==> config.mk <==
export PLATFORM = sky130hd
export DESIGN_NAME = hashed_block_buffer_cache_unit
export DESIGN_NICKNAME = d
export VERILOG_FILES = /design/src/hdl/hbc_pkg.sv /design/src/hdl/hbc_hash.sv /design/src/hdl/hashed_block_buffer_cache_unit.sv
export SDC_FILE = /design/constraint.sdc
export NUM_CORES = 2
export LEC_CHECK = 0
export BUFFER_PORTS_ARGS = -buffer_cell sky130_fd_sc_hd__buf_4
export CAP_MARGIN = 30
export CORE_MARGIN = 2
export CORE_UTILIZATION = 28
export CTS_CLUSTER_SIZE = 16
export DETAILED_ROUTE_END_ITERATION = 8
export GPL_TIMING_DRIVEN = 0
export MAX_ROUTING_LAYER = met4
export PLACE_DENSITY = 0.44
export SETUP_SLACK_MARGIN = 0.3
export SYNTH_ARGS = -nofsm -noshare
export SYNTH_HDL_FRONTEND = slang
export SYNTH_SLANG_ARGS = --single-unit
==> constraint.sdc <==
create_clock -name aclk -period 8.9 [get_ports aclk]
set_input_delay 0.89 -clock aclk [delete_from_list [all_inputs] [get_ports aclk]]
set_output_delay 0.89 -clock aclk [all_outputs]
set_load 0.005 [all_outputs]
==> src/hdl/hbc_pkg.sv <==
// shared constants, codes and helpers of the hashed block buffer cache
`timescale 1ns / 1ps
`default_nettype none
package hbc_pkg;

    localparam int POOL_SIZE    = 32;
    localparam int BUCKET_COUNT = 13;
    localparam int IDX_W        = $clog2(POOL_SIZE);
    localparam int LINK_W       = 6;
    localparam int BKT_W        = $clog2(BUCKET_COUNT);
    localparam int STEP_W       = $clog2(POOL_SIZE + 1);
    localparam int COUNT_W      = 8;
    localparam int DEV_W        = 8;
    localparam int BLK_W        = 32;
    localparam int DIGIT_W      = 2;
    localparam int HASH_STEPS   = BLK_W / DIGIT_W;
    localparam int HSTEP_W      = $clog2(HASH_STEPS);

    localparam logic [LINK_W-1:0]  NO_LINK   = 6'd63;
    localparam logic [COUNT_W-1:0] COUNT_MAX = 8'd255;

    typedef enum logic [1:0] {
        KIND_ACQUIRE = 2'd0,
        KIND_ADD_REF = 2'd1,
        KIND_DROP_REF = 2'd2,
        KIND_UNUSED  = 2'd3
    } kind_t;

    typedef enum logic [1:0] {
        ST_OK      = 2'd0,
        ST_ALLOC   = 2'd1,
        ST_NO_FREE = 2'd2,
        ST_CNT_ERR = 2'd3
    } status_t;

    // one reduction step: value below 4 * BUCKET_COUNT back into 0 .. BUCKET_COUNT-1
    function automatic logic [BKT_W-1:0] bucket_reduce(input logic [BKT_W+DIGIT_W-1:0] v);
        logic [BKT_W+DIGIT_W-1:0] r;
        r = v;
        for (int k = 0; k < 3; k++) begin
            if (r >= (BKT_W+DIGIT_W)'(BUCKET_COUNT)) begin
                r = r - (BKT_W+DIGIT_W)'(BUCKET_COUNT);
            end
        end
        return r[BKT_W-1:0];
    endfunction

endpackage
`default_nettype wire

==> src/hdl/hbc_hash.sv <==
// block number to bucket reduction, two bits per cycle from the top
`timescale 1ns / 1ps
`default_nettype none
module hbc_hash (
    input  wire logic                      aclk,
    input  wire logic                      aresetn,
    input  wire logic                      start,
    input  wire logic [hbc_pkg::BLK_W-1:0] value,
    output logic                           done,
    output logic [hbc_pkg::BKT_W-1:0]      bucket
);
    import hbc_pkg::*;

    logic [BLK_W-1:0]   val_reg;
    logic [BKT_W-1:0]   rem_reg;
    logic [HSTEP_W-1:0] cnt_reg;
    logic               run_reg;
    logic               done_reg;

    // shift digits in and keep the running remainder
    always_ff @(posedge aclk) begin
        if (!aresetn) begin
            run_reg  <= 1'b0;
            done_reg <= 1'b0;
            cnt_reg  <= '0;
            rem_reg  <= '0;
        end else begin
            done_reg <= 1'b0;
            if (start) begin
                val_reg <= value;
                rem_reg <= '0;
                cnt_reg <= '0;
                run_reg <= 1'b1;
            end else if (run_reg) begin
                rem_reg <= bucket_reduce({rem_reg, val_reg[BLK_W-1 -: DIGIT_W]});
                val_reg <= val_reg << DIGIT_W;
                cnt_reg <= cnt_reg + 1'b1;
                if (cnt_reg == HSTEP_W'(HASH_STEPS - 1)) begin
                    run_reg  <= 1'b0;
                    done_reg <= 1'b1;
                end
            end
        end
    end

    assign done   = done_reg;
    assign bucket = rem_reg;

endmodule
`default_nettype wire

==> src/hdl/hashed_block_buffer_cache_unit.sv <==
// top level of the hashed block buffer cache: pool state, list walker and result register
//
// channel | dir | tdata (low bit up)                          | tuser
// s_      | in  | device_id[7:0] block_number[39:8] buffer_index[44:40], zero pad | kind[1:0]
// m_      | out | slot[4:0] status[6:5] fill_needed[7]         | -
//
// acquire: the bucket reduction and a load of the home bucket head, then a walk over the
// entries of the home bucket; on a miss, per bucket scanned a load of its tail and a walk
// toward the head; a free buffer found in another bucket is unlinked and pushed to the
// head of the home bucket, then the result is presented. add and drop adjust the count,
// an unknown kind goes straight to the result. one transfer is worked at a time.
// aresetn is synchronous; reset puts every buffer in bucket 0, tagged device 0 block 0, not valid and free.
// a result held on m_ by a low m_tready stalls the next item only at its final step.
`timescale 1ns / 1ps
`default_nettype none
module hashed_block_buffer_cache_unit (
    input  wire logic        aclk,
    input  wire logic        aresetn,
    input  wire logic        s_tvalid,
    output logic             s_tready,
    input  wire logic [47:0] s_tdata,   // device_id, block_number, buffer_index
    input  wire logic [1:0]  s_tuser,   // kind
    output logic             m_tvalid,
    input  wire logic        m_tready,
    output logic [7:0]       m_tdata    // slot, status, fill_needed
);
    import hbc_pkg::*;

    typedef enum logic [3:0] {
        S_IDLE, S_HASH, S_HIT_LOAD, S_HIT, S_FREE_LOAD, S_FREE,
        S_UNLINK, S_PUSH, S_ADJ, S_DONE
    } state_t;

    state_t state_reg;

    // pool state
    logic [DEV_W-1:0]   tag_device_reg [POOL_SIZE];
    logic [BLK_W-1:0]   tag_block_reg  [POOL_SIZE];
    logic               valid_reg      [POOL_SIZE];
    logic [COUNT_W-1:0] count_reg      [POOL_SIZE];
    logic [LINK_W-1:0]  next_link_reg  [POOL_SIZE];
    logic [LINK_W-1:0]  prev_link_reg  [POOL_SIZE];
    logic [LINK_W-1:0]  first_reg      [BUCKET_COUNT];
    logic [LINK_W-1:0]  last_reg       [BUCKET_COUNT];

    // walker and request
    logic [LINK_W-1:0] b_reg;
    logic [STEP_W-1:0] steps_reg;
    logic [BKT_W-1:0]  t_reg;
    logic [BKT_W-1:0]  h_reg;
    logic [BKT_W-1:0]  i_reg;
    kind_t             kind_reg;
    logic [DEV_W-1:0]  dev_reg;
    logic [BLK_W-1:0]  blk_reg;

    // pending and presented result
    logic [IDX_W-1:0] res_slot_reg;
    status_t          res_status_reg;
    logic             res_fill_reg;
    logic             m_valid_reg;
    logic [7:0]       m_data_reg;

    logic              hash_start;
    logic              hash_done;
    logic [BKT_W-1:0]  hash_bucket;
    logic              s_xfer;
    logic              b_ok;
    logic [IDX_W-1:0]  bi;
    logic              tag_hit;
    logic [LINK_W-1:0] lp;
    logic [LINK_W-1:0] ln;
    logic [LINK_W-1:0] lf;

    hbc_hash u_hash (
        .aclk    (aclk),
        .aresetn (aresetn),
        .start   (hash_start),
        .value   (s_tdata[DEV_W +: BLK_W]),
        .done    (hash_done),
        .bucket  (hash_bucket)
    );

    assign s_tready   = (state_reg == S_IDLE);
    assign s_xfer     = s_tvalid && s_tready;
    assign hash_start = s_xfer && (kind_t'(s_tuser) == KIND_ACQUIRE);

    // walker view of the current entry
    assign b_ok    = (b_reg < LINK_W'(POOL_SIZE)) && (steps_reg < STEP_W'(POOL_SIZE));
    assign bi      = b_reg[IDX_W-1:0];
    assign tag_hit = (tag_device_reg[bi] == dev_reg) && (tag_block_reg[bi] == blk_reg);
    assign lp      = prev_link_reg[bi];
    assign ln      = next_link_reg[bi];
    assign lf      = first_reg[t_reg];

    // sequencer, pool state and output register
    always_ff @(posedge aclk) begin
        if (!aresetn) begin
            state_reg   <= S_IDLE;
            m_valid_reg <= 1'b0;
            for (int k = 0; k < POOL_SIZE; k++) begin
                tag_device_reg[k] <= '0;
                tag_block_reg[k]  <= '0;
                valid_reg[k]      <= 1'b0;
                count_reg[k]      <= '0;
                next_link_reg[k]  <= (k == 0) ? NO_LINK : LINK_W'(k - 1);
                prev_link_reg[k]  <= (k == POOL_SIZE - 1) ? NO_LINK : LINK_W'(k + 1);
            end
            for (int k = 0; k < BUCKET_COUNT; k++) begin
                first_reg[k] <= (k == 0) ? LINK_W'(POOL_SIZE - 1) : NO_LINK;
                last_reg[k]  <= (k == 0) ? LINK_W'(0) : NO_LINK;
            end
        end else begin
            if (m_valid_reg && m_tready && (state_reg != S_DONE)) begin
                m_valid_reg <= 1'b0;
            end
            unique case (state_reg)
                S_IDLE: begin
                    if (s_xfer) begin
                        kind_reg <= kind_t'(s_tuser);
                        dev_reg  <= s_tdata[DEV_W-1:0];
                        blk_reg  <= s_tdata[DEV_W +: BLK_W];
                        b_reg    <= {1'b0, s_tdata[DEV_W+BLK_W +: IDX_W]};
                        unique case (kind_t'(s_tuser))
                            KIND_ACQUIRE: state_reg <= S_HASH;
                            KIND_ADD_REF, KIND_DROP_REF: state_reg <= S_ADJ;
                            default: begin
                                res_slot_reg   <= '0;
                                res_status_reg <= ST_CNT_ERR;
                                res_fill_reg   <= 1'b0;
                                state_reg      <= S_DONE;
                            end
                        endcase
                    end
                end
                S_HASH: begin
                    if (hash_done) begin
                        h_reg     <= hash_bucket;
                        t_reg     <= hash_bucket;
                        state_reg <= S_HIT_LOAD;
                    end
                end
                S_HIT_LOAD: begin
                    b_reg     <= first_reg[t_reg];
                    steps_reg <= '0;
                    state_reg <= S_HIT;
                end
                // look for a matching tag in the home bucket
                S_HIT: begin
                    if (!b_ok) begin
                        i_reg     <= '0;
                        state_reg <= S_FREE_LOAD;
                    end else if (tag_hit) begin
                        res_slot_reg <= bi;
                        if (count_reg[bi] >= COUNT_MAX) begin
                            res_status_reg <= ST_CNT_ERR;
                            res_fill_reg   <= 1'b0;
                        end else begin
                            count_reg[bi]  <= count_reg[bi] + 1'b1;
                            valid_reg[bi]  <= 1'b1;
                            res_status_reg <= ST_OK;
                            res_fill_reg   <= !valid_reg[bi];
                        end
                        state_reg <= S_DONE;
                    end else begin
                        b_reg     <= ln;
                        steps_reg <= steps_reg + 1'b1;
                    end
                end
                S_FREE_LOAD: begin
                    b_reg     <= last_reg[t_reg];
                    steps_reg <= '0;
                    state_reg <= S_FREE;
                end
                // scan buckets from their tails for a free buffer
                S_FREE: begin
                    if (!b_ok) begin
                        if (i_reg == BKT_W'(BUCKET_COUNT - 1)) begin
                            res_slot_reg   <= '0;
                            res_status_reg <= ST_NO_FREE;
                            res_fill_reg   <= 1'b0;
                            state_reg      <= S_DONE;
                        end else begin
                            i_reg     <= i_reg + 1'b1;
                            t_reg     <= (t_reg == BKT_W'(BUCKET_COUNT - 1)) ? '0
                                                                             : t_reg + 1'b1;
                            state_reg <= S_FREE_LOAD;
                        end
                    end else if (count_reg[bi] == '0) begin
                        tag_device_reg[bi] <= dev_reg;
                        tag_block_reg[bi]  <= blk_reg;
                        count_reg[bi]      <= COUNT_W'(1);
                        valid_reg[bi]      <= 1'b1;
                        res_slot_reg       <= bi;
                        res_status_reg     <= ST_ALLOC;
                        res_fill_reg       <= 1'b1;
                        state_reg          <= (t_reg != h_reg) ? S_UNLINK : S_DONE;
                    end else begin
                        b_reg     <= lp;
                        steps_reg <= steps_reg + 1'b1;
                    end
                end
                // take the buffer out of its old bucket
                S_UNLINK: begin
                    if (lp < LINK_W'(POOL_SIZE)) begin
                        next_link_reg[lp[IDX_W-1:0]] <= ln;
                    end else begin
                        first_reg[t_reg] <= ln;
                    end
                    if (ln < LINK_W'(POOL_SIZE)) begin
                        prev_link_reg[ln[IDX_W-1:0]] <= lp;
                    end else begin
                        last_reg[t_reg] <= lp;
                    end
                    t_reg     <= h_reg;
                    state_reg <= S_PUSH;
                end
                // put it at the head of the home bucket
                S_PUSH: begin
                    next_link_reg[bi] <= lf;
                    prev_link_reg[bi] <= NO_LINK;
                    if (lf < LINK_W'(POOL_SIZE)) begin
                        prev_link_reg[lf[IDX_W-1:0]] <= b_reg;
                    end else begin
                        last_reg[t_reg] <= b_reg;
                    end
                    first_reg[t_reg] <= b_reg;
                    state_reg        <= S_DONE;
                end
                // add or drop one reference
                S_ADJ: begin
                    res_slot_reg <= bi;
                    res_fill_reg <= 1'b0;
                    if (b_reg >= LINK_W'(POOL_SIZE)) begin
                        res_status_reg <= ST_CNT_ERR;
                    end else if (kind_reg == KIND_ADD_REF) begin
                        if (count_reg[bi] >= COUNT_MAX) begin
                            res_status_reg <= ST_CNT_ERR;
                        end else begin
                            count_reg[bi]  <= count_reg[bi] + 1'b1;
                            res_status_reg <= ST_OK;
                        end
                    end else begin
                        if (count_reg[bi] == '0) begin
                            res_status_reg <= ST_CNT_ERR;
                        end else begin
                            count_reg[bi]  <= count_reg[bi] - 1'b1;
                            res_status_reg <= ST_OK;
                        end
                    end
                    state_reg <= S_DONE;
                end
                // hand the result to the output register once it is free
                S_DONE: begin
                    if (!m_valid_reg || m_tready) begin
                        m_valid_reg <= 1'b1;
                        m_data_reg  <= {res_fill_reg, res_status_reg, res_slot_reg};
                        state_reg   <= S_IDLE;
                    end
                end
                default: state_reg <= S_IDLE;
            endcase
        end
    end

    assign m_tvalid = m_valid_reg;
    assign m_tdata  = m_data_reg;

endmodule
`default_nettype wire

==> reports/summary.txt <==
Fraction of registers with async set/reset: 0%
Worst R2R Path Depth: 16
Initial DRC Count: 11712
Via count: 74372
Reg2reg end: count_reg[2][5]$_SDFFCE_PN0P_
Slew @ Worst Pin: 1170 ps
Nets: 8117
Number of flops mapped to enable cells by yosys: 2226
FILL cells: 36953
IO buf count: 60
Library cells used by synthesis: 97
Crit share post-route: 98.5%
Most frequent cells in the layout: edfxtp_1, and2_1, nand2_1
R2R Setup Slk: 130 ps
Syn nets: 7488
Fin crit period: 8770 ps
Multi-input gate area in the final layout: 0.0356 mm2
Crit path capture type: flop
Latest clock arrival within the worst-skew pair: 950 ps
Final setup fails: 0
Worst setup path endpoint: count_reg[2][5]$_SDFFCE_PN0P_
Met1 Resource Use GR: 34.1%
Wire per inst: 38.0 um
Top cells by area, synth: edfxtp_1, mux4_2, and2_1
Post-Synth XOR/XNOR Area: 0.467%
Final Hold Vio Count: 0
Simple-Gate Fraction of Synth Area: 14.0%
Max IR drop VDD: 0.202 mV
Mapped Area: 0.107 mm2
Post-synthesis instance total: 7415
Cts hold-fix bufs: 0
Die boundary width: 621 um
Synth top area share: 62.7%
Critical Path AT: 9270 ps
Fmax: 114 MHz
GRT Overall Usage: 26.5%
Synthesized-area fraction occupied by adder cells: 0.223%
Met2 GRT Util: 39.3%
Share of cells above drive strength 1: 20.0%
Via density: 5.59
Clk buf depth: 4
Grt total ovfl: 0
Clk sinks: 2282
Synth warnings: 0
# placed instances: 12785
Setup Fix Bufs, Post-CTS: 0
Max reg flops: 1024
RSZ-0062 raised after global routing: no
Max cap viols: 0
Initial Util: 28.1%
Power per cell area: 313 mW/mm2
Syn-to-layout area delta: 19.6%
Yosys top cell by area: edfxtp_1
Num CTS Buffers: 269
Register area share after synthesis: 63.8%
Chip Height: 621 um
H-tree depth: 5
Leakage power: 42.5 nW
Number of synthesized register bits: 2282
Overall power: 39.8 mW
GR Util met3: 6.39%
Ys flop type: edfxtp_1
Status: finished, final reports clean
Drt pass-1 iters: 6
RD Place Congestion: 0.924
Clock root cell: clkbuf_16
Final Non-Filler Cells: 13309
Initial antenna violation count: 82
Clk pin slew, worst setup/hold paths: 60 ps
Max-slew headroom: 22.0%
Detailed-placement wirelength estimate: 365 mm
Main combinational cell family by area after synthesis: simple AND/OR/NAND/NOR gates
TritonCTS clock tree: done
Mux cell area share after synthesis: 13.6%
Final Skew: 82.3 ps
# IOs: 64
Total length of routed wires: 506 mm
Row count: 226
DRC Markers: 0
Post-DRT Antenna Nets: 0
Kind of critical path: reg2reg
Vias in the first global route: 71837
Slew Viols, Final: 0
Average instance area after synthesis: 14.4 um2
Area occupied by registers: 0.0680 mm2
CP Launch Type: flop
First-pass GRT wire length: 668 mm
Critical-path maximum fanout: 10
Commonest non-fill, non-tap cell in the layout: edfxtp_1
Gr busiest metal: met2
Core Region: 0.379 mm2
Req. time, crit path: 9400 ps
Die area: 0.385 mm2
Compound-Gate Fraction of Synth Area: 4.68%
Largest net degree at the start of global routing: 34
HP Class: in2reg
## routing by layer
metal / vias up / routed length, um / share of wire (%)
li1: 29305 / - / -
met4: 0 / 30000 / 5.9
met1: 39104 / 200000 / 40
met5: - / 0 / 0
met2: 4862 / 223000 / 44
met3: 1101 / 53000 / 10
## cell type report
cell class              count  area share (%)
flip-flops and latches   2282            53.3
multi-input cells        4399            28.0
clock buffers             335            5.62
well taps                5016            4.92
repair buffers            358            4.29
plain buffers             683            2.61
clock inverters           138            1.03
inverters                  51           0.150
diodes                     47          0.0923
## report_power, final
group	switching, mW	total [mW]	leakage (nW)	internal [mW]
clock network	4.81	11.1	4.11	6.24
logic	11.8	16.4	16.3	4.55
registers	0.218	12.4	22.1	12.2
total	16.8	39.8	42.5	23.0
## worst max-delay path: stages (launching register included)
cell       delay [ps]
dfxtp_1           540
buf_2             370
buf_2             670
buf_2             790
buf_2             790
mux4_2            420
mux2i_1           150
mux2i_1           120
xnor2_1           670
o2111ai_1         210
a21oi_1           560
nand4_1           570
nor4_4            900
a211oi_2          170
buf_2             270
buf_2             240
o21ai_2           830
## repair_timing
action                     in CTS  in global routing
pin swaps                       0                  1
gates resized for setup         4                  0
gates cloned                    0                  0
setup endpoints to repair     442                  6
## cells in the mapped netlist, types with 11 or more instances
master / count
ha_1: 19
nor4_1: 21
nor3_1: 321
edfxtp_1: 2226
nor3_2: 69
buf_4: 34
o31ai_1: 20
xor2_1: 18
nor2_1: 303
nor2b_1: 24
o211ai_1: 25
buf_2: 80
nand4_1: 36
o22ai_1: 60
a221oi_1: 14
nand2b_1: 44
clkbuf_1: 470
a31oi_1: 11
nor2_2: 14
xnor2_1: 32
nand3_1: 99
mux2_2: 56
mux2i_1: 332
and2_1: 1189
buf_1: 33
inv_1: 36
nand2_1: 555
a22oi_1: 132
o22a_1: 53
a2111oi_1: 31
o21ai_1: 16
o21ai_0: 175
buf_6: 65
and3_1: 13
a21oi_1: 91
dfxtp_1: 56
mux4_2: 461
## cell families (layout without fill, tap and decap cells)
group	after synthesis	count (layout)
and+or+nand+nor	2744	2744
DFF	2282	2282
muxes	856	856
buffers and inverters	734	1565
AOI/OAI and AO/OA	727	727
xor gates and xnor gates	53	53
adders and majority gates	19	19
other	0	47
## through the flow
| step | setup slack, ps | hold slack, ps | area (um2) | TNS (ps) | util, % |
|---|---|---|---|---|---|
| CTS | 373 | 92.2 | 127000 | 0 | 33.6 |
| global placement | -9170 | 404 | 113000 | - | 29.9 |
| floorplan | 1600 | 400 | 107000 | 0 | - |
| detailed placement | -418 | 411 | 119000 | -30470 | 31.3 |
| global route | 319 | 124 | 127000 | 0 | 33.6 |
| finish | 133 | 141 | 127000 | 0 | 33.6 |
## how the worst min path moves through the flow
stage	startpoint	endpoint	slack (ps)	cells after the start
2_1_floorplan	res_slot_reg[0]$_DFFE_PP_	m_tdata[0]$_DFFE_PP_	400	0
3_3_place_gp	res_slot_reg[2]$_DFFE_PP_	m_tdata[2]$_DFFE_PP_	400	0
3_5_place_dp	res_slot_reg[3]$_DFFE_PP_	m_tdata[3]$_DFFE_PP_	410	0
4_1_cts	s_tdata[25]	blk_reg[17]$_DFFE_PP_	90	1
5_1_grt	s_tdata[25]	blk_reg[17]$_DFFE_PP_	120	1
6_report	s_tdata[25]	blk_reg[17]$_DFFE_PP_	140	1
No activity file was read; power rests on OpenSTA's default activity.
